[src/rtl/nir_pkg.sv]
// nir_pkg: types, nominal timings and the duration match function for the NEC IR frame decoder.
// No dependencies; imported by every module in rtl/.
package nir_pkg;

    typedef struct packed {
        logic [14:0] mark_duration;
        logic [14:0] space_duration;
        logic        end_of_frame;
    } t_symbol;

    typedef struct packed {
        logic        frame_ok;
        logic        repeat_hit;
        logic [15:0] address;
        logic [15:0] command;
        logic [3:0]  byte_total;
        logic [2:0]  byte_index;
        logic [7:0]  payload_byte;
        logic        last_result;
    } t_result;

    typedef struct packed {
        logic lead;
        logic rep_lead;
        logic one;
        logic zero;
    } t_sym_class;

    typedef struct packed {
        logic        frame_ok;
        logic        repeat_hit;
        logic [15:0] address;
        logic [15:0] command;
    } t_job;

    localparam logic [10:0] TOL_RESET      = 11'd200;

    localparam logic [13:0] NOM_LEAD_MARK  = 14'd9000;
    localparam logic [13:0] NOM_LEAD_SPACE = 14'd4500;
    localparam logic [13:0] NOM_REP_SPACE  = 14'd2250;
    localparam logic [13:0] NOM_BIT_MARK   = 14'd560;
    localparam logic [13:0] NOM_ONE_SPACE  = 14'd1690;
    localparam logic [13:0] NOM_ZERO_SPACE = 14'd560;

    localparam logic [7:0]  SYM_REPEAT     = 8'd2;
    localparam logic [7:0]  SYM_ADDR_LAST  = 8'd16;
    localparam logic [7:0]  SYM_MIN_FRAME  = 8'd17;
    localparam logic [7:0]  SYM_STANDARD   = 8'd34;
    localparam logic [7:0]  SYM_MAX        = 8'd255;

    // strict window: dur + tol > nom and dur < nom + tol
    function automatic logic near_nominal(input logic [14:0] dur, input logic [10:0] tol,
                                          input logic [13:0] nom);
        logic [15:0] lo_sum;
        logic [15:0] hi_sum;
        lo_sum = {1'b0, dur} + {5'b0, tol};
        hi_sum = {2'b0, nom} + {5'b0, tol};
        return (lo_sum > {2'b0, nom}) && ({1'b0, dur} < hi_sum);
    endfunction

endpackage

[src/rtl/nir_classify.sv]
// nir_classify: sorts one mark/space pair into leader, repeat leader, one or zero.
// Depends on nir_pkg.
module nir_classify (
    input  nir_pkg::t_symbol    i_sym,
    input  logic [10:0]         i_tol,
    output nir_pkg::t_sym_class o_class
);
    import nir_pkg::*;

    logic m_lead;
    logic m_bit;
    logic s_lead;
    logic s_rep;
    logic s_one;
    logic s_zero;

    always_comb begin
        m_lead = near_nominal(i_sym.mark_duration, i_tol, NOM_LEAD_MARK);
        m_bit  = near_nominal(i_sym.mark_duration, i_tol, NOM_BIT_MARK);
        s_lead = near_nominal(i_sym.space_duration, i_tol, NOM_LEAD_SPACE);
        s_rep  = near_nominal(i_sym.space_duration, i_tol, NOM_REP_SPACE);
        s_one  = near_nominal(i_sym.space_duration, i_tol, NOM_ONE_SPACE);
        s_zero = near_nominal(i_sym.space_duration, i_tol, NOM_ZERO_SPACE);

        o_class.lead     = m_lead && s_lead;
        o_class.rep_lead = m_lead && s_rep;
        o_class.one      = m_bit && s_one;
        o_class.zero     = m_bit && s_zero && !s_one;
    end

endmodule

[src/rtl/nir_frame.sv]
// nir_frame: per-symbol frame state, address/byte assembly and end-of-frame verdict.
// Depends on nir_pkg and nir_classify; writes payload bytes into the store in nir_emit.
module nir_frame #(
    parameter int MAX_PAYLOAD_BYTES = 8
) (
    input  logic                                       i_clk,
    input  logic                                       i_rst_n,
    input  logic                                       i_sym_valid,
    input  nir_pkg::t_symbol                           i_sym,
    input  logic [10:0]                                i_tol,
    input  logic                                       i_job_ready,
    output logic                                       o_consume,
    output logic                                       o_job_valid,
    output nir_pkg::t_job                              o_job,
    output logic [$clog2(MAX_PAYLOAD_BYTES+2)-1:0]     o_job_len,
    output logic                                       o_job_bank,
    output logic                                       o_wr_en,
    output logic [((MAX_PAYLOAD_BYTES > 1) ? $clog2(MAX_PAYLOAD_BYTES) : 1):0] o_wr_addr,
    output logic [7:0]                                 o_wr_data
);
    import nir_pkg::*;

    localparam int IW = (MAX_PAYLOAD_BYTES > 1) ? $clog2(MAX_PAYLOAD_BYTES) : 1;
    localparam int CW = $clog2(MAX_PAYLOAD_BYTES + 2);
    localparam logic [CW-1:0] MAX_CNT = CW'(MAX_PAYLOAD_BYTES);

    t_sym_class cls;

    logic [7:0]    r_sym_cnt,   n_sym_cnt;
    logic          r_head_ok,   n_head_ok;
    logic          r_rep_ok,    n_rep_ok;
    logic [15:0]   r_addr,      n_addr;
    logic [7:0]    r_bs,        n_bs;
    logic [2:0]    r_bp,        n_bp;
    logic [CW-1:0] r_byte_cnt,  n_byte_cnt;
    logic          r_full_bad,  n_full_bad;
    logic          r_part_bad,  n_part_bad;
    logic [7:0]    r_byte0,     n_byte0;
    logic [7:0]    r_byte1,     n_byte1;
    logic          r_bank,      n_bank;
    logic [15:0]   r_rem_addr,  n_rem_addr;
    logic [15:0]   r_rem_cmd,   n_rem_cmd;

    logic          bad;
    logic          part_bad;
    logic [7:0]    shifted;
    logic          good;
    logic [15:0]   cmd;

    nir_classify u_classify (
        .i_sym   (i_sym),
        .i_tol   (i_tol),
        .o_class (cls)
    );

    assign o_consume = i_sym_valid && (!i_sym.end_of_frame || i_job_ready);

    always_comb begin
        n_sym_cnt  = r_sym_cnt;
        n_head_ok  = r_head_ok;
        n_rep_ok   = r_rep_ok;
        n_addr     = r_addr;
        n_bs       = r_bs;
        n_bp       = r_bp;
        n_byte_cnt = r_byte_cnt;
        n_full_bad = r_full_bad;
        n_part_bad = r_part_bad;
        n_byte0    = r_byte0;
        n_byte1    = r_byte1;
        n_bank     = r_bank;
        n_rem_addr = r_rem_addr;
        n_rem_cmd  = r_rem_cmd;

        bad      = !cls.one && !cls.zero;
        part_bad = r_part_bad || bad;
        shifted  = {cls.one, r_bs[7:1]};
        good     = 1'b0;
        cmd      = '0;

        o_wr_en     = 1'b0;
        o_wr_addr   = {r_bank, r_byte_cnt[IW-1:0]};
        o_wr_data   = shifted;
        o_job_valid = 1'b0;
        o_job       = '0;
        o_job_len   = '0;
        o_job_bank  = r_bank;

        if (o_consume) begin
            if (r_sym_cnt == '0) begin
                n_head_ok = cls.lead;
                n_rep_ok  = cls.rep_lead;
            end else if (r_sym_cnt <= SYM_ADDR_LAST) begin
                if (bad) begin
                    n_head_ok = 1'b0;
                end
                n_addr = {cls.one, r_addr[15:1]};
            end else begin
                n_bp = r_bp + 3'd1;
                if (n_bp == 3'd0) begin
                    if (r_byte_cnt < MAX_CNT) begin
                        o_wr_en = 1'b1;
                    end
                    if (r_byte_cnt == CW'(0)) begin
                        n_byte0 = shifted;
                    end
                    if (r_byte_cnt == CW'(1)) begin
                        n_byte1 = shifted;
                    end
                    n_full_bad = r_full_bad || part_bad;
                    n_part_bad = 1'b0;
                    if (r_byte_cnt <= MAX_CNT) begin
                        n_byte_cnt = r_byte_cnt + CW'(1);
                    end
                    n_bs = '0;
                end else begin
                    n_part_bad = part_bad;
                    n_bs       = shifted;
                end
            end
            if (r_sym_cnt != SYM_MAX) begin
                n_sym_cnt = r_sym_cnt + 8'd1;
            end

            if (i_sym.end_of_frame) begin
                o_job_valid = 1'b1;
                if (n_sym_cnt == SYM_REPEAT) begin
                    o_job.frame_ok   = n_rep_ok;
                    o_job.repeat_hit = n_rep_ok;
                    o_job.address    = n_rep_ok ? r_rem_addr : 16'd0;
                    o_job.command    = n_rep_ok ? r_rem_cmd : 16'd0;
                end else begin
                    good = (n_sym_cnt >= SYM_MIN_FRAME) && n_head_ok &&
                           (n_byte_cnt != '0) && (n_byte_cnt <= MAX_CNT) && !n_full_bad;
                    cmd  = (n_sym_cnt == SYM_STANDARD && n_byte_cnt == CW'(2)) ?
                           {n_byte1, n_byte0} : {8'd0, n_byte0};
                    if (good) begin
                        o_job.frame_ok = 1'b1;
                        o_job.address  = n_addr;
                        o_job.command  = cmd;
                        o_job_len      = n_byte_cnt;
                        n_rem_addr     = n_addr;
                        n_rem_cmd      = cmd;
                    end
                end
                n_bank     = !r_bank;
                n_sym_cnt  = '0;
                n_head_ok  = 1'b0;
                n_rep_ok   = 1'b0;
                n_addr     = '0;
                n_bs       = '0;
                n_bp       = '0;
                n_byte_cnt = '0;
                n_full_bad = 1'b0;
                n_part_bad = 1'b0;
            end
        end
    end

    always_ff @(posedge i_clk) begin
        if (!i_rst_n) begin
            r_sym_cnt  <= '0;
            r_head_ok  <= 1'b0;
            r_rep_ok   <= 1'b0;
            r_addr     <= '0;
            r_bs       <= '0;
            r_bp       <= '0;
            r_byte_cnt <= '0;
            r_full_bad <= 1'b0;
            r_part_bad <= 1'b0;
            r_bank     <= 1'b0;
            r_rem_addr <= '0;
            r_rem_cmd  <= '0;
        end else begin
            r_sym_cnt  <= n_sym_cnt;
            r_head_ok  <= n_head_ok;
            r_rep_ok   <= n_rep_ok;
            r_addr     <= n_addr;
            r_bs       <= n_bs;
            r_bp       <= n_bp;
            r_byte_cnt <= n_byte_cnt;
            r_full_bad <= n_full_bad;
            r_part_bad <= n_part_bad;
            r_bank     <= n_bank;
            r_rem_addr <= n_rem_addr;
            r_rem_cmd  <= n_rem_cmd;
        end
    end

    always_ff @(posedge i_clk) begin
        r_byte0 <= n_byte0;
        r_byte1 <= n_byte1;
    end

    a_eof_clears: assert property (@(posedge i_clk) disable iff (!i_rst_n)
        o_job_valid |=> (r_sym_cnt == '0) && (r_byte_cnt == '0))
        else $error("frame state not cleared after end of frame");

    a_wr_payload_only: assert property (@(posedge i_clk) disable iff (!i_rst_n)
        o_wr_en |-> (r_sym_cnt > SYM_ADDR_LAST) && (r_bp == 3'd7))
        else $error("payload write outside a completed byte");

    a_good_has_bytes: assert property (@(posedge i_clk) disable iff (!i_rst_n)
        (o_job_valid && o_job.frame_ok && !o_job.repeat_hit) |->
            (o_job_len != '0) && (o_job_len <= MAX_CNT))
        else $error("decoded frame with bad byte count");

endmodule

[src/rtl/nir_emit.sv]
// nir_emit: two-bank payload store and result sequencer, one result per cycle while the output is not stalled.
// Depends on nir_pkg; fed by nir_frame.
module nir_emit #(
    parameter int MAX_PAYLOAD_BYTES = 8
) (
    input  logic                                       i_clk,
    input  logic                                       i_rst_n,
    input  logic                                       i_job_valid,
    input  nir_pkg::t_job                              i_job,
    input  logic [$clog2(MAX_PAYLOAD_BYTES+2)-1:0]     i_job_len,
    input  logic                                       i_job_bank,
    output logic                                       o_job_ready,
    input  logic                                       i_wr_en,
    input  logic [((MAX_PAYLOAD_BYTES > 1) ? $clog2(MAX_PAYLOAD_BYTES) : 1):0] i_wr_addr,
    input  logic [7:0]                                 i_wr_data,
    output logic                                       o_valid,
    output nir_pkg::t_result                           o_result,
    input  logic                                       i_ready
);
    import nir_pkg::*;

    localparam int IW = (MAX_PAYLOAD_BYTES > 1) ? $clog2(MAX_PAYLOAD_BYTES) : 1;
    localparam int CW = $clog2(MAX_PAYLOAD_BYTES + 2);

    logic [7:0]    r_mem [2**(IW+1)];
    logic [7:0]    r_rd_data;

    logic          r_active;
    t_job          r_job;
    logic [CW-1:0] r_len;
    logic          r_bank;
    logic [CW-1:0] r_idx;

    logic          r_r_valid;
    t_result       r_r;
    logic          r_r_use;

    logic          r_out_valid;
    t_result       r_out;

    logic          out_free;
    logic          r_free;
    logic          issue;
    logic          last;

    assign out_free    = !r_out_valid || i_ready;
    assign r_free      = !r_r_valid || out_free;
    assign issue       = r_active && r_free;
    assign last        = (r_len == '0) || (r_idx + CW'(1) == r_len);
    assign o_job_ready = !r_active;
    assign o_valid     = r_out_valid;
    assign o_result    = r_out;

    always_ff @(posedge i_clk) begin
        if (i_wr_en) begin
            r_mem[i_wr_addr] <= i_wr_data;
        end
        if (issue) begin
            r_rd_data <= r_mem[{r_bank, r_idx[IW-1:0]}];
        end
    end

    always_ff @(posedge i_clk) begin
        if (!i_rst_n) begin
            r_active    <= 1'b0;
            r_r_valid   <= 1'b0;
            r_out_valid <= 1'b0;
        end else begin
            if (i_job_valid) begin
                r_active <= 1'b1;
            end else if (issue && last) begin
                r_active <= 1'b0;
            end
            if (issue) begin
                r_r_valid <= 1'b1;
            end else if (out_free) begin
                r_r_valid <= 1'b0;
            end
            if (out_free) begin
                r_out_valid <= r_r_valid;
            end
        end
    end

    always_ff @(posedge i_clk) begin
        if (i_job_valid) begin
            r_job  <= i_job;
            r_len  <= i_job_len;
            r_bank <= i_job_bank;
            r_idx  <= '0;
        end else if (issue) begin
            r_idx <= r_idx + CW'(1);
        end
        if (issue) begin
            r_r.frame_ok     <= r_job.frame_ok;
            r_r.repeat_hit   <= r_job.repeat_hit;
            r_r.address      <= r_job.address;
            r_r.command      <= r_job.command;
            r_r.byte_total   <= 4'(r_len);
            r_r.byte_index   <= 3'(r_idx);
            r_r.payload_byte <= '0;
            r_r.last_result  <= last;
            r_r_use          <= (r_len != '0);
        end
        if (out_free && r_r_valid) begin
            r_out.frame_ok     <= r_r.frame_ok;
            r_out.repeat_hit   <= r_r.repeat_hit;
            r_out.address      <= r_r.address;
            r_out.command      <= r_r.command;
            r_out.byte_total   <= r_r.byte_total;
            r_out.byte_index   <= r_r.byte_index;
            r_out.payload_byte <= r_r_use ? r_rd_data : 8'd0;
            r_out.last_result  <= r_r.last_result;
        end
    end

    a_job_when_idle: assert property (@(posedge i_clk) disable iff (!i_rst_n)
        i_job_valid |-> !r_active)
        else $error("job handed over while sequencer busy");

    a_idx_in_range: assert property (@(posedge i_clk) disable iff (!i_rst_n)
        r_active |-> ((r_len == '0) && (r_idx == '0)) || (r_idx < r_len))
        else $error("byte index beyond frame length");

    a_fail_zero: assert property (@(posedge i_clk) disable iff (!i_rst_n)
        (r_out_valid && !r_out.frame_ok) |->
            r_out.last_result && !r_out.repeat_hit && (r_out.address == 16'd0) &&
            (r_out.command == 16'd0) && (r_out.byte_total == 4'd0))
        else $error("failure result carries data");

endmodule

[src/rtl/nec_ir_frame_decoder_unit.sv]
// nec_ir_frame_decoder_unit: NEC IR frame decoder top level.
// Depends on nir_pkg, nir_frame (with nir_classify) and nir_emit.
//
// Usage:
//  Input channel (i_valid/o_ready, i_symbol) takes one mark/space pair per request,
//  end_of_frame set on the last symbol of a frame. Output channel (o_valid/i_ready,
//  o_result) gives one result per payload byte of a decoded frame, or a single
//  repeat or failure result, last_result marking the final one.
//  i_cfg_we/i_cfg_wdata write the match tolerance; write only while idle.
//  Throughput: one symbol per cycle. An end-of-frame symbol waits in the input
//  register until the result sequencer has issued every result of the previous
//  frame; results leave at one per cycle while the receiver is ready, so every
//  payload byte of a frame holds the next end of frame back further.
//  After the end-of-frame request is accepted, the first result passes the input
//  register, the job hand-over, the store read and the output register.
//  Reset: tolerance returns to 200, frame state and remembered address/command
//  clear, both channels empty. No clearing pass.
//  Receiver stall: results wait in the output register; symbols keep flowing until
//  the next end of frame.
module nec_ir_frame_decoder_unit #(
    parameter int MAX_PAYLOAD_BYTES = 8
) (
    input  logic             i_clk,
    input  logic             i_rst_n,
    input  logic             i_valid,
    output logic             o_ready,
    input  nir_pkg::t_symbol i_symbol,
    output logic             o_valid,
    input  logic             i_ready,
    output nir_pkg::t_result o_result,
    input  logic             i_cfg_we,
    input  logic [10:0]      i_cfg_wdata
);
    import nir_pkg::*;

    localparam int IW = (MAX_PAYLOAD_BYTES > 1) ? $clog2(MAX_PAYLOAD_BYTES) : 1;
    localparam int CW = $clog2(MAX_PAYLOAD_BYTES + 2);

    logic          r_in_valid;
    t_symbol       r_in;
    logic [10:0]   r_tol;

    logic          consume;
    logic          job_ready;
    logic          job_valid;
    t_job          job;
    logic [CW-1:0] job_len;
    logic          job_bank;
    logic          wr_en;
    logic [IW:0]   wr_addr;
    logic [7:0]    wr_data;

    assign o_ready = !r_in_valid || consume;

    always_ff @(posedge i_clk) begin
        if (!i_rst_n) begin
            r_in_valid <= 1'b0;
            r_tol      <= TOL_RESET;
        end else begin
            if (o_ready) begin
                r_in_valid <= i_valid;
            end
            if (i_cfg_we) begin
                r_tol <= i_cfg_wdata;
            end
        end
    end

    always_ff @(posedge i_clk) begin
        if (i_valid && o_ready) begin
            r_in <= i_symbol;
        end
    end

    nir_frame #(
        .MAX_PAYLOAD_BYTES (MAX_PAYLOAD_BYTES)
    ) u_frame (
        .i_clk       (i_clk),
        .i_rst_n     (i_rst_n),
        .i_sym_valid (r_in_valid),
        .i_sym       (r_in),
        .i_tol       (r_tol),
        .i_job_ready (job_ready),
        .o_consume   (consume),
        .o_job_valid (job_valid),
        .o_job       (job),
        .o_job_len   (job_len),
        .o_job_bank  (job_bank),
        .o_wr_en     (wr_en),
        .o_wr_addr   (wr_addr),
        .o_wr_data   (wr_data)
    );

    nir_emit #(
        .MAX_PAYLOAD_BYTES (MAX_PAYLOAD_BYTES)
    ) u_emit (
        .i_clk       (i_clk),
        .i_rst_n     (i_rst_n),
        .i_job_valid (job_valid),
        .i_job       (job),
        .i_job_len   (job_len),
        .i_job_bank  (job_bank),
        .o_job_ready (job_ready),
        .i_wr_en     (wr_en),
        .i_wr_addr   (wr_addr),
        .i_wr_data   (wr_data),
        .o_valid     (o_valid),
        .o_result    (o_result),
        .i_ready     (i_ready)
    );

endmodule
[config.mk]
export PLATFORM = sky130hd
export DESIGN_NAME = nec_ir_frame_decoder_unit
export DESIGN_NICKNAME = d
export VERILOG_FILES = /design/src/rtl/nir_pkg.sv /design/src/rtl/nir_classify.sv /design/src/rtl/nir_frame.sv /design/src/rtl/nir_emit.sv /design/src/rtl/nec_ir_frame_decoder_unit.sv
export SDC_FILE = /design/constraint.sdc
export NUM_CORES = 1
export LEC_CHECK = 0
export ABC_CLOCK_PERIOD_IN_PS = 8400
export BUFFER_PORTS_ARGS = -buffer_cell sky130_fd_sc_hd__buf_2
export CAP_MARGIN = 20
export CORE_ASPECT_RATIO = 0.7
export CORE_MARGIN = 2
export CORE_UTILIZATION = 30
export DETAILED_ROUTE_END_ITERATION = 10
export SETUP_SLACK_MARGIN = 0.1
export SLEW_MARGIN = 20
export SYNTH_ARGS = -nofsm -noshare
export SYNTH_HDL_FRONTEND = slang
export SYNTH_HIERARCHICAL = 1
export SYNTH_SLANG_ARGS = --single-unit
[constraint.sdc]
create_clock -name i_clk -period 8.4 [get_ports i_clk]
set_input_delay 2.52 -clock i_clk [delete_from_list [all_inputs] [get_ports i_clk]]
set_output_delay 2.52 -clock i_clk [all_outputs]
set_load 0.01 [all_outputs]
* Word level (Yosys, flattened, before mapping)
Memories as Yosys holds them, arrays and structs flattened. A register that Yosys moved wholly into a read port is not among the register bits. Cells that the tools add are included.
Cells by class: equal/unequal tests 8, add/subtract/negate cells 11, reduce and logical (&&, ||, !) cells 52, shifts and indexed selects 0, magnitude comparators 17, divide/modulo/power cells 0, multiplexer cells 64, bitwise gates (word level) 4, multipliers 0
Operators by type and width (count):
- 8-bit two-way mux | 15
- 16-bit two-way mux | 6
- 32-bit two-way mux | 2
- 15-bit by 11-bit adder with 16-bit output | 2
- 16-bit by 10-bit greater-than comparator with 1-bit output, second input constant | 2
- 1-bit two-way mux | 32
- 15-bit by 12-bit < comparator with 1-bit output | 2
- 4-bit two-way mux | 6
- 1-bit logical AND | 22
- 16-bit by 11-bit greater-than comparator with 1-bit output, second input constant | 1
- 16-bit by 12-bit greater-than comparator with 1-bit output, second input constant | 1
- 16-bit by 13-bit greater-than comparator with 1-bit output, second input constant | 1
- 16-bit by 14-bit greater-than comparator with 1-bit output, second input constant | 1
- 15-bit by 16-bit < comparator with 1-bit output | 1
- 14-bit by 11-bit adder with 15-bit output, first input constant | 1
- 15-bit by 13-bit < comparator with 1-bit output | 1
- 15-bit by 14-bit < comparator with 1-bit output | 1
- 15-bit < comparator | 1
- 13-bit by 11-bit adder with 14-bit output, first input constant | 1
- 12-bit by 11-bit adder with 13-bit output, first input constant | 1
- 10-bit by 11-bit adder with 12-bit output, first input constant | 1
- 11-bit by 11-bit adder with 12-bit output, first input constant | 1
- 1-bit logical NOT | 10
- 3-bit two-way mux | 3
- 25 further kinds | 41
Word-level totals: memories kept 1, bits in latches 0, input port bits 47, logic and storage cells 202, flip-flop bits (word level) 274, ROM bits 0, output and inout port bits 52, bits in writable memories 128
Memory list:
- u_emit.r_mem | depth 16, width 8, rd ports 1, clocked after Yosys merged registers in 1, wr ports 1, line nir_emit.sv:25 | logic [7:0] r_mem [2**(IW+1)];

* Logic depth before layout (Yosys ltp)
Gate-level depths: netlist of run 1.
depth in word-level cells 17, gate-level depth with buffers 25, mapped depth without buffers 22

* By module
Netlist of run 1, hierarchy kept.
Modules (own cells, without submodules):
- nir_emit | cells each 411, seq. area each 8187.9 um^2, area an instance 9596.7 um^2, instances 1
- nir_frame | cells each 560, seq. area each 1981.9 um^2, area an instance 5042.3 um^2, instances 1
- nir_classify | cells each 448, seq. area each 0.0 um^2, area an instance 3413.3 um^2, instances 1
- nec_ir_frame_decoder_unit | cells each 71, seq. area each 1171.1 um^2, area an instance 1381.3 um^2, instances 1

* Worst setup path after synthesis of run 1
No wires, ideal clock.
path type input-to-reg, from input i_ready, to register u_emit.r_out (netlist bit u_emit/o_result[0]), enable pin, buffers on the path 0, stages 2, arrival 4799 ps, setup slack 3138 ps, library setup time 463 ps, path through nor2b_1 nor2b_1
Between the ends: cells in the longest elaborated chain, start to end 2
Ends and longest elaborated chain:
- start, declared | line nec_ir_frame_decoder_unit.sv:29 | input logic i_ready,
- 1-bit logical OR | line nir_emit.sv:46 | assign out_free = !r_out_valid || i_ready;
- 1-bit logical AND | line nir_emit.sv:105 | if (out_free && r_r_valid) begin
- end, declared | line nir_emit.sv:39 | t_result r_out;
No other way between the ends. A chain may end at the register's enable or synchronous reset.

* Worst setup path after layout of run 1
from register r_tol[3], to register u_emit/r_job[2] (netlist bit) (data pin)
RTL lines:
- start, declared | line nec_ir_frame_decoder_unit.sv:41 | logic [10:0] r_tol;
- start signal, assigned | line nec_ir_frame_decoder_unit.sv:64 | r_tol <= i_cfg_wdata;
- 15-bit by 11-bit adder with 16-bit output, or another cell as far along | line nir_pkg.sv:56 | lo_sum = {1'b0, dur} + {5'b0, tol};
- 16-bit by 10-bit greater-than comparator with 1-bit output, or another cell as far along | line nir_pkg.sv:58 | return (lo_sum > {2'b0, nom}) && ({1'b0, dur} < hi_sum);
- 1-bit logical AND | line nir_pkg.sv:58
- 1-bit logical AND * | line nir_classify.sv:27 | o_class.one = m_bit && s_one;
- via wr_data[7] | line nec_ir_frame_decoder_unit.sv:51 | logic [7:0] wr_data;
- 1-bit logical NOT * | line nir_frame.sv:74 | bad = !cls.one && !cls.zero;
- 1-bit logical AND * | line nir_frame.sv:74
- 1-bit two-way mux or 1-bit logical OR (tied branches) | line nir_frame.sv:93, nir_frame.sv:75
- 1-bit two-way mux or 1-bit logical OR (tied branches) | line nir_frame.sv:92, nir_frame.sv:109
- 1-bit two-way mux, on equally long branches | line nir_frame.sv:89, nir_frame.sv:99
- 1-bit two-way mux, on equally long branches | line nir_frame.sv:88, nir_frame.sv:92
- 1-bit logical AND or 1-bit two-way mux (tied branches) | line nir_frame.sv:132, nir_frame.sv:89
- 1-bit logical AND or 1-bit two-way mux (tied branches) | line nir_frame.sv:132, nir_frame.sv:88
- 1-bit logical AND or 1-bit logical NOT (tied branches) | line nir_frame.sv:133 | (n_byte_cnt != '0) && (n_byte_cnt <= MAX_CNT) && !n_full_bad;
- 1-bit logical AND * | line nir_frame.sv:133
- 32-bit two-way mux * | line nir_frame.sv:136 | if (good) begin
- 32-bit two-way mux * | line nir_frame.sv:126 | if (n_sym_cnt == SYM_REPEAT) begin
- end signal, assigned | line nir_emit.sv:87 | r_job <= i_job;
- end, declared | line nir_emit.sv:29 | t_job r_job;
Mark *: on every way through the listed nets, which the timed path passes. The rest lies on a longest branch. The select of a mux whose other input is x is not followed.

==> results_dict.tcl, run 1 <==
set metrics [dict create \
    status "finished, final reports clean" \
    via_count 12325 \
    layout_min_cycle_time_ns 5.90 \
    clk_latency_ns 0.57 \
    grt_max_degree 72 \
    synthCells 1490 \
    final.fill_count 6205 \
    path_cells "inv_1 -> ha_1 -> nand2_1 -> nand2_1 -> a21oi_1 -> nor2b_1 -> nor2_1 -> xor2_1 -> ha_1 -> a21o_1 -> a21oi_1 -> nor2b_1 -> o21ai_0 -> nand2_1 -> a311o_1 -> nor3_2 -> buf_4 -> o21bai_1 -> a2111oi_0 -> o211a_1 -> buf_4 -> a21oi_4 -> buf_4 -> nor3_1" \
    cts_tree "done" \
    port_buffers 98 \
    drtIter0Drc 966 \
    clock_sinks 409 \
    cts_max_level 2 \
    hold_viol 0 \
    ys_ff_latch 409 \
    cp_max_fo 35 \
    syn_area_um2 19400 \
    critPathRequiredTime_ns 8.79 \
    async_flop_share_pct 0 \
    die_w_um 308 \
    hold_buffers 0 \
    drive_above_1_share_pct 17.4 \
    worstPathArrival_ns 6.28 \
    drt-total-wl_um 43800 \
    numCtsBuffers 42 \
    slew-limit-headroom_pct 23.4 \
    wire_per_inst_um 17.8 \
    clockBufferDepth 3 \
    syn-num-nets 1641 \
    finalClockSkew_ns 0.0186 \
    setup_viol 0 \
    vdd_ir_drop_max_v 0.000143 \
    post-dp-hpwl_um 29800 \
    gr-usage-all-layers_pct 12.9 \
    final_max_slew_viol_count 0 \
    core_region_area_um2 64400 \
    vias_per_cell 5.01 \
    layout_common_cells "edfxtp_1 (315), nor2_1 (139), ha_1 (102)" \
    p_int_mw 3.64 \
    hold_class "reg2reg" \
    die_area_um2 66900 \
    p_sw_mw 1.19 \
    seq_area_frac_synth_pct 58.4 \
    cts_resized 0 \
    drv_cap 0 \
    path_clk_slew_ns 0.06 \
    io_pins 99 \
    crit_buf_inv 4 \
    fin_util_pct 34.5 \
    finalSetupTns_ns 0 \
    finalWeightedCongestion 0.854 \
    max_freq_ghz 0.170 \
    diodes 0 \
    clockPowerShare_pct 40.0 \
    power_frac_comb_pct 13.0 \
    leakagePower_nw 7.95 \
    grt_pass1_wl_um 68700 \
    die_h_um 217 \
    tightest_slew_ns 1.15 \
    critPathKind "reg2reg" \
    synth_edf_count 315 \
    ctsRootBufferMaster "clkbuf_16" \
    final_nets 1737 \
    ant_nets 0 \
    antenna_found_initial 1 \
    rsz0062_at_grt "no" \
    end_kind "register" \
    p_sw_share_pct 24.7 \
    sequentialPowerShare_pct 47.1 \
    grt_overflow 0 \
    start_kind "register" \
    slowest_delay_ns 0.59 \
    timing.hold.ws_ns 0.419 \
    drc 0 \
    critical_path.top_delay_family "compound AO/OA/AOI/OAI gates" \
    synth_cell_types 94 \
    first_global_vias 12072 \
    initial_core_util_pct 30.2 \
    drtPass1Iterations 5 \
    powerDensity_nw_per_um2 218 \
    final_common_cell "edfxtp_1" \
    slowest_stage "a2111oi_0" \
    area_growth_pct 14.3 \
    fin_crit_sh_pct 70.2 \
    synth.avg_cell_area_um2 13.0 \
    yosys_warnings 6 \
    fp-row-count 78 \
    ys.flop_type "edfxtp_1" \
    post_cts.repair.setup_buffers 0 \
]
==> final timing paths <==
path	endpoint	cells after the start	from	slack [ns]
max	u_emit/r_job[2]$_DFFE_PP_	24	r_tol[3]$_SDFFE_PN1P_	2.50
min	u_emit/o_result[9]$_DFFE_PP_	0	u_emit/r_r[9]$_DFFE_PP_	0.42
max reg2reg	u_emit/r_job[2]$_DFFE_PP_	24	r_tol[3]$_SDFFE_PN1P_	2.50
min reg2reg	u_emit/o_result[9]$_DFFE_PP_	0	u_emit/r_r[9]$_DFFE_PP_	0.42
==> cell type report <==
class / instances / area (um2) / area share, %
Inverter: 32 / 120 / 0.541
Clock buffer: 54 / 1190 / 5.36
Sequential cell: 409 / 11300 / 51.1
Clock inverter: 22 / 248 / 1.12
Timing Repair Buffer: 122 / 683 / 3.08
Tap cell: 840 / 1050 / 4.73
Multi-Input combinational cell: 979 / 7580 / 34.1
==> Yosys cell counts, types with 4 or more instances <==
library cell | number | area, um2
a21o_1 | 17 | 128
edfxtp_1 | 315 | 9460
buf_4 | 5 | 37.5
a211o_1 | 8 | 70.1
and3_1 | 6 | 37.5
a211oi_2 | 24 | 300
a21oi_1 | 86 | 430
o21a_1 | 4 | 30.0
mux2i_1 | 32 | 320
mux4_2 | 18 | 405
o211ai_1 | 8 | 60.1
and2_1 | 21 | 131
ha_1 | 102 | 1280
o21bai_1 | 4 | 30.0
buf_2 | 12 | 60.1
nor2_1 | 141 | 529
nor3_1 | 41 | 205
inv_1 | 29 | 109
a31oi_1 | 8 | 50.1
buf_6 | 12 | 135
xnor2_1 | 27 | 236
o21ai_0 | 47 | 235
nand3b_1 | 8 | 60.1
o31ai_1 | 4 | 30.0
dfxtp_1 | 94 | 1880
nand4_1 | 19 | 119
nor4_1 | 5 | 31.3
nor2b_1 | 27 | 169
o21ai_1 | 4 | 20.0
clkbuf_1 | 35 | 131
mux4_1 | 14 | 368
nand2_1 | 57 | 214
a211oi_1 | 15 | 113
and4_1 | 4 | 35.0
mux2_2 | 16 | 180
xor2_1 | 39 | 342
nand3_1 | 28 | 140
nor3_2 | 7 | 70.1
a22oi_1 | 51 | 383
or3_1 | 4 | 25.0
nand2b_1 | 10 | 62.6
buf_1 | 5 | 18.8
==> state kept, by name, indices dropped and copies added, names as in the netlist, 3 cells and up <==
signal,count
u_emit/r_r,42
u_emit/r_mem,128
u_frame/r_bp,3
u_frame/r_rem_cmd,16
u_frame/r_addr,16
u_emit/r_len,4
u_emit/r_rd_data,8
u_frame/r_byte_cnt,4
u_emit/r_job,34
u_frame/r_rem_addr,16
r_in,31
u_frame/r_byte0,8
u_frame/r_sym_cnt,8
u_frame/r_bs,7
u_emit/o_result,50
u_emit/r_idx,4
r_tol,11
u_frame/r_byte1,8
==> kinds of logic after synthesis <==
kind of cell | synth area share [%]
and+or+nand+nor | 10.9
xor gates and xnor gates | 3.12
adders and majority gates | 6.77
muxes | 6.55
DFF | 58.4
AOI/OAI and AO/OA | 11.6
buffers and inverters | 2.69
==> power groups by stage <==
stage          Combinational, mW  Clock [mW]  Sequential [mW]
5_1_grt                    0.693        2.07             2.28
6_report                   0.627        1.93             2.27
3_5_place_dp               0.625           0             2.32
2_1_floorplan              0.484           0             2.30
4_1_cts                    0.627        2.00             2.27
3_3_place_gp               0.614           0             2.32
==> per-stage QoR <==
stage                     total power [mW]  worst slack [ns]  instances  cell area, um2
after floorplan                       2.79              3.14       1490           19400
after global placement                2.93              2.85       2381           20800
after detailed placement              2.94              2.51       2381           20800
after CTS                             4.90              2.40       2457           22200
after global routing                  5.04              1.99       2458           22200
final                                 4.83              2.50       2458           22200
==> routing by layer <==
layer | GRT usage (%) | share of wire, % | vias up
met2 | 19.3 | 43 | 339
met4 | 3.19 | 1.5 | 0
met1 | 19.3 | 50 | 6063
li1 | - | - | 5875
met3 | 2.41 | 5.4 | 48
met5 | 0 | 0 | -
Power figures use the tool's default switching activity.
==> inputs of run 2 (changes only) <==
--- a/config.mk
+++ b/config.mk
@@ -5,7 +5,7 @@
 export SDC_FILE = /design/constraint.sdc
 export NUM_CORES = 1
 export LEC_CHECK = 0
-export ABC_CLOCK_PERIOD_IN_PS = 8400
+export ABC_CLOCK_PERIOD_IN_PS = 5000
 export BUFFER_PORTS_ARGS = -buffer_cell sky130_fd_sc_hd__buf_2
 export CAP_MARGIN = 20
 export CORE_ASPECT_RATIO = 0.7
==> constraint.sdc (replaced) <==
create_clock -name i_clk -period 5 [get_ports i_clk]
set_input_delay 1.5 -clock i_clk [delete_from_list [all_inputs] [get_ports i_clk]]
set_output_delay 1.5 -clock i_clk [all_outputs]
set_load 0.01 [all_outputs]
==> results_dict.tcl, run 2 (synthesis gave the netlist of run 1 again) <==
set metrics [dict create \
    status "finished, final reports clean" \
    fin_util_pct 34.9 \
    worstPathArrival_ns 5.06 \
    core_region_area_um2 64400 \
    cts_max_level 2 \
    timing.hold.ws_ns 0.411 \
    final_common_cell "edfxtp_1" \
    final.fill_count 6258 \
    critical_path.top_delay_family "compound AO/OA/AOI/OAI gates" \
    path_clk_slew_ns 0.06 \
    slowest_delay_ns 0.39 \
    wire_per_inst_um 17.8 \
    place_inst 2395 \
    finalSetupTns_ns 0 \
    stdcell_count 2485 \
    grt_overflow 0 \
    slowest_stage "edfxtp_1" \
    ant_nets 0 \
    tightest_slew_ns 1.09 \
    clk_latency_ns 0.57 \
    fp-row-count 78 \
    drt-total-wl_um 44300 \
    powerDensity_nw_per_um2 354 \
    port_buffers 98 \
    gr-usage-all-layers_pct 13.0 \
    io_pins 99 \
    hold_class "reg2reg" \
    grt_max_degree 60 \
    diodes 0 \
    max_freq_ghz 0.211 \
    drc 0 \
    rsz0062_at_grt "no" \
    critPathKind "reg2reg" \
    initial_core_util_pct 30.2 \
    largest_reg_flops 128 \
    end_kind "register" \
    cts_tree "done" \
    power_mw 7.96 \
    leakagePower_nw 8.07 \
    finalClockSkew_ns 0.0212 \
    layout_min_cycle_time_ns 4.75 \
    crit_buf_inv 1 \
    vdd_ir_drop_max_v 0.000230 \
    clockBufferDepth 3 \
    die_w_um 308 \
    finalWeightedCongestion 0.827 \
    ctsRootBufferMaster "clkbuf_16" \
    critPathRequiredTime_ns 5.31 \
    vias_per_cell 5.03 \
    hold_viol 0 \
    final_max_slew_viol_count 0 \
    post-dp-hpwl_um 30300 \
    via_count 12510 \
    clock_sinks 409 \
    drv_cap 0 \
    drive_above_1_share_pct 19.9 \
    regMostFlops "u_emit/r_mem" \
    fin_crit_sh_pct 95.0 \
    path_cells "ha_1 -> fa_2 -> nand2b_1 -> a221oi_2 -> or2_1 -> a31oi_1 -> xor2_1 -> o311ai_0 -> o21ai_1 -> nand3_1 -> and4_2 -> o31ai_2 -> nand3_1 -> a22o_4 -> o211a_4 -> a21oi_4 -> clkbuf_16 -> nor2_1" \
    start_kind "register" \
    drtPass1Iterations 6 \
    grt_pass1_wl_um 69300 \
    cp_common_cell "nand3_1" \
    first_global_vias 12327 \
    layout_common_cells "edfxtp_1 (315), nor2_1 (138), ha_1 (100)" \
    final_nets 1763 \
    cp_max_fo 8 \
    die_area_um2 66900 \
    drtIter0Drc 937 \
    die_h_um 217 \
    numCtsBuffers 42 \
    area_growth_pct 15.8 \
    setup_viol 0 \
    slew-limit-headroom_pct 27.4 \
    antenna_found_initial 0 \
]
[run 2: changes by cell type in the layout (fill, tap and decap cells not counted), moves of 4 or more]
cell      change
buf_4        +21
clkinv_4      +5
dfxtp_1       -4
dfxtp_2       +4
[run 2: through the flow]
step | setup WS (ns) | area (um2)
after global placement | 0.0358 | 20900
final | 0.252 | 22500
after CTS | 0.107 | 22300
after floorplan | 0.163 | 19400
after global routing | 0.0921 | 22500
after detailed placement | -0.0999 | 20900
[run 2: final timing paths]
path	end	cells after the start	start	slack (ns)
worst max register to register	u_emit/r_job[13]$_DFFE_PP_	18	r_in[1]$_DFFE_PP_	0.25
worst min register to register	u_emit/r_r[18]$_DFFE_PP_	0	u_emit/r_job[2]$_DFFE_PP_	0.41
worst min-delay path	u_emit/r_r[18]$_DFFE_PP_	0	u_emit/r_job[2]$_DFFE_PP_	0.41
worst max-delay path	u_emit/r_job[13]$_DFFE_PP_	18	r_in[1]$_DFFE_PP_	0.25
[run 2: where the power goes]
group / total (mW) / internal, mW / switching (mW)
registers: 3.89 / 3.75 / 0.141
logic: 0.998 / 0.470 / 0.528
clock network: 3.07 / 1.72 / 1.35
total: 7.96 / 5.94 / 2.02
[run 2: final cells by class]
type                       instances  area [um2]  share of cell area [%]
sequential                       409       11300                    50.4
clock buffer                      47        1070                    4.76
tap                              840        1050                    4.67
clock inverter                    30         278                    1.23
multi-input combinational        979        7690                    34.2
inverter                          32         123                   0.545
timing repair buffer             148         937                    4.17
[run 2: timing repair]
action,CTS,global route
pin swaps,2,9
hold buffers,0,0
gates resized for setup,2,26
cloned,0,3
setup endpoints to repair,31,69
setup buffers,3,7
[run 2: layer usage]
metal	track usage (%)	vias to the layer above	wire length [um]
li1	-	5920	-
met1	19.7	6137	22100
met2	19.0	386	18600
met3	2.52	67	2710
met4	3.27	0	907
met5	0	-	0
==> inputs of run 3 (changes only) <==
--- a/config.mk
+++ b/config.mk
@@ -12,6 +12,7 @@
 export CORE_MARGIN = 2
 export CORE_UTILIZATION = 30
 export DETAILED_ROUTE_END_ITERATION = 10
+export RECOVER_POWER = 25
 export SETUP_SLACK_MARGIN = 0.1
 export SLEW_MARGIN = 20
 export SYNTH_ARGS = -nofsm -noshare
==> results_dict.tcl, run 3 (synthesis gave the netlist of run 1 again) <==
set metrics [dict create \
    first_global_vias 12327 \
    diodes 0 \
    ant_nets 0 \
    path_clk_slew_ns 0.07 \
    via_count 12540 \
    hold_viol 0 \
    cp_max_fo 8 \
    port_buffers 98 \
    largest_reg_flops 128 \
    drtPass1Iterations 6 \
    powerDensity_nw_per_um2 354 \
    end_kind "register" \
    finalWeightedCongestion 0.827 \
    max_freq_ghz 0.210 \
    final_nets 1763 \
    clock_sinks 409 \
    use_met1_pct 19.7 \
    critical_path.top_delay_family "compound AO/OA/AOI/OAI gates" \
    numCtsBuffers 42 \
    start_kind "register" \
    rr_startpoint "r_in[7]$_DFFE_PP_" \
    vdd_ir_drop_max_v 0.000231 \
    post-dp-hpwl_um 30300 \
    wire_per_inst_um 17.8 \
    met2_usage_pct 19.0 \
    sequentialPowerShare_pct 48.9 \
    clockBufferDepth 3 \
    power_mw 7.96 \
    top_usage_layer "met1" \
    p_sw_share_pct 25.4 \
    stdcell_count 2485 \
    crit_buf_inv 1 \
    cp_common_cell "a211o_1" \
    clk_latency_ns 0.57 \
    fin_crit_sh_pct 95.1 \
    antenna_found_initial 0 \
    place_inst 2395 \
    drt-total-wl_um 44200 \
    vias_per_cell 5.05 \
    power_frac_comb_pct 12.6 \
    die_h_um 217 \
    slew-limit-headroom_pct 18.3 \
    path_cells "ha_1 -> a211o_1 -> a211o_1 -> a21o_1 -> a221oi_4 -> nor2_1 -> mux2i_1 -> nor2_2 -> a311o_1 -> and4_2 -> o31ai_2 -> nand3_1 -> a22o_4 -> o211a_4 -> a21oi_4 -> clkbuf_16 -> a211oi_2" \
    rsz0062_at_grt "no" \
    drc 0 \
    reg2reg_slack_ns 0.25 \
    slowest_delay_ns 0.54 \
    cts_tree "done" \
    finalClockSkew_ns 0.0228 \
    grt_overflow 0 \
    clockPowerShare_pct 38.6 \
    slowest_stage "edfxtp_1" \
    r2r-end "u_emit/r_job[26]$_DFFE_PP_" \
    layout_common_cells "edfxtp_1 (315), nor2_1 (138), ha_1 (100)" \
    p_sw_mw 2.02 \
    critPathKind "reg2reg" \
    fp-row-count 78 \
    critPathRequiredTime_ns 5.29 \
    drtIter0Drc 925 \
    startpoint "r_in[7]$_DFFE_PP_" \
    ctsRootBufferMaster "clkbuf_16" \
    area_growth_pct 15.7 \
    worstPathArrival_ns 5.04 \
    drive_above_1_share_pct 19.6 \
    gr-usage-all-layers_pct 13.0 \
    grt_max_degree 60 \
    crit_end "u_emit/r_job[26]$_DFFE_PP_" \
    final_common_cell "edfxtp_1" \
    core_region_area_um2 64400 \
    die_area_um2 66900 \
    hold_class "reg2reg" \
    setup_viol 0 \
    cp_num_cells 17 \
    drv_cap 0 \
    p_int_mw 5.94 \
    leakagePower_nw 8.05 \
    layout_min_cycle_time_ns 4.75 \
    met3_usage_pct 2.52 \
    io_pins 99 \
    r2r_cells 17 \
    grt_pass1_wl_um 69300 \
    status "finished, final reports clean" \
    final_max_slew_viol_count 0 \
    cts_max_level 2 \
    die_w_um 308 \
    initial_core_util_pct 30.2 \
    regMostFlops "u_emit/r_mem" \
    tightest_slew_ns 1.22 \
]
==> run 3: layer usage <==
metal / part of all wire (%) / up-vias
li1: - / 5929
met1: 50 / 6186
met2: 42 / 363
met3: 5.8 / 62
met4: 1.9 / 0
met5: 0 / -
==> run 3: worst min path at each step <==
stage / slack (ns) / start / endpoint / depth (start not counted)
floorplan: 0.40 / u_emit/r_r[0]$_DFFE_PP_ / u_emit/o_result[0]$_DFFE_PP_ / 0
global placement: 0.40 / u_emit/r_job[33]$_DFFE_PP_ / u_emit/r_r[49]$_DFFE_PP_ / 0
detailed placement: 0.40 / u_emit/r_r[12]$_DFFE_PP_ / u_emit/o_result[12]$_DFFE_PP_ / 0
CTS: 0.41 / u_emit/r_job[28]$_DFFE_PP_ / u_emit/r_r[44]$_DFFE_PP_ / 0
global route: 0.42 / u_emit/r_r[12]$_DFFE_PP_ / u_emit/o_result[12]$_DFFE_PP_ / 0
finish: 0.41 / u_emit/r_job[2]$_DFFE_PP_ / u_emit/r_r[18]$_DFFE_PP_ / 0
==> run 3: area by class of cell <==
cell class              count  area (um2)
clock buffers              47        1070
clock inverters            30         278
well taps                 840        1050
inverters                  32         123
flip-flops and latches    409       11300
fillers                  6267       41900
repair buffers            148         922
multi-input cells         979        7690
==> run 3: stage by stage <==
stage          hold WS [ns]  setup TNS [ns]  util (%)  setup WS [ns]  cell area (um2)
6_report              0.412               0      34.9          0.245            22500
5_1_grt               0.424               0      34.9         0.0921            22500
4_1_cts               0.406               0      34.6          0.107            22300
3_5_place_dp          0.405           -1.29      32.4        -0.0999            20900
3_3_place_gp          0.404               0      32.4         0.0358            20900
2_1_floorplan         0.400               0         -          0.163            19400
==> run 3: power groups by stage <==
| stage | Combinational, mW | Clock [mW] | Sequential [mW] |
|---|---|---|---|
| 3_5_place_dp | 0.969 | 0 | 3.97 |
| 2_1_floorplan | 0.808 | 0 | 3.87 |
| 4_1_cts | 0.975 | 3.17 | 3.89 |
| 6_report | 0.999 | 3.07 | 3.89 |
| 5_1_grt | 1.10 | 3.30 | 3.91 |
| 3_3_place_gp | 0.951 | 0 | 3.96 |
==> run 3: timing repair <==
item                                    CTS  global route
gates resized for setup                   2            26
gates cloned                              0             3
hold buffers                              0             0
pin swaps                                 2             9
endpoints found under the setup margin   31            69
setup buffers                             3             7
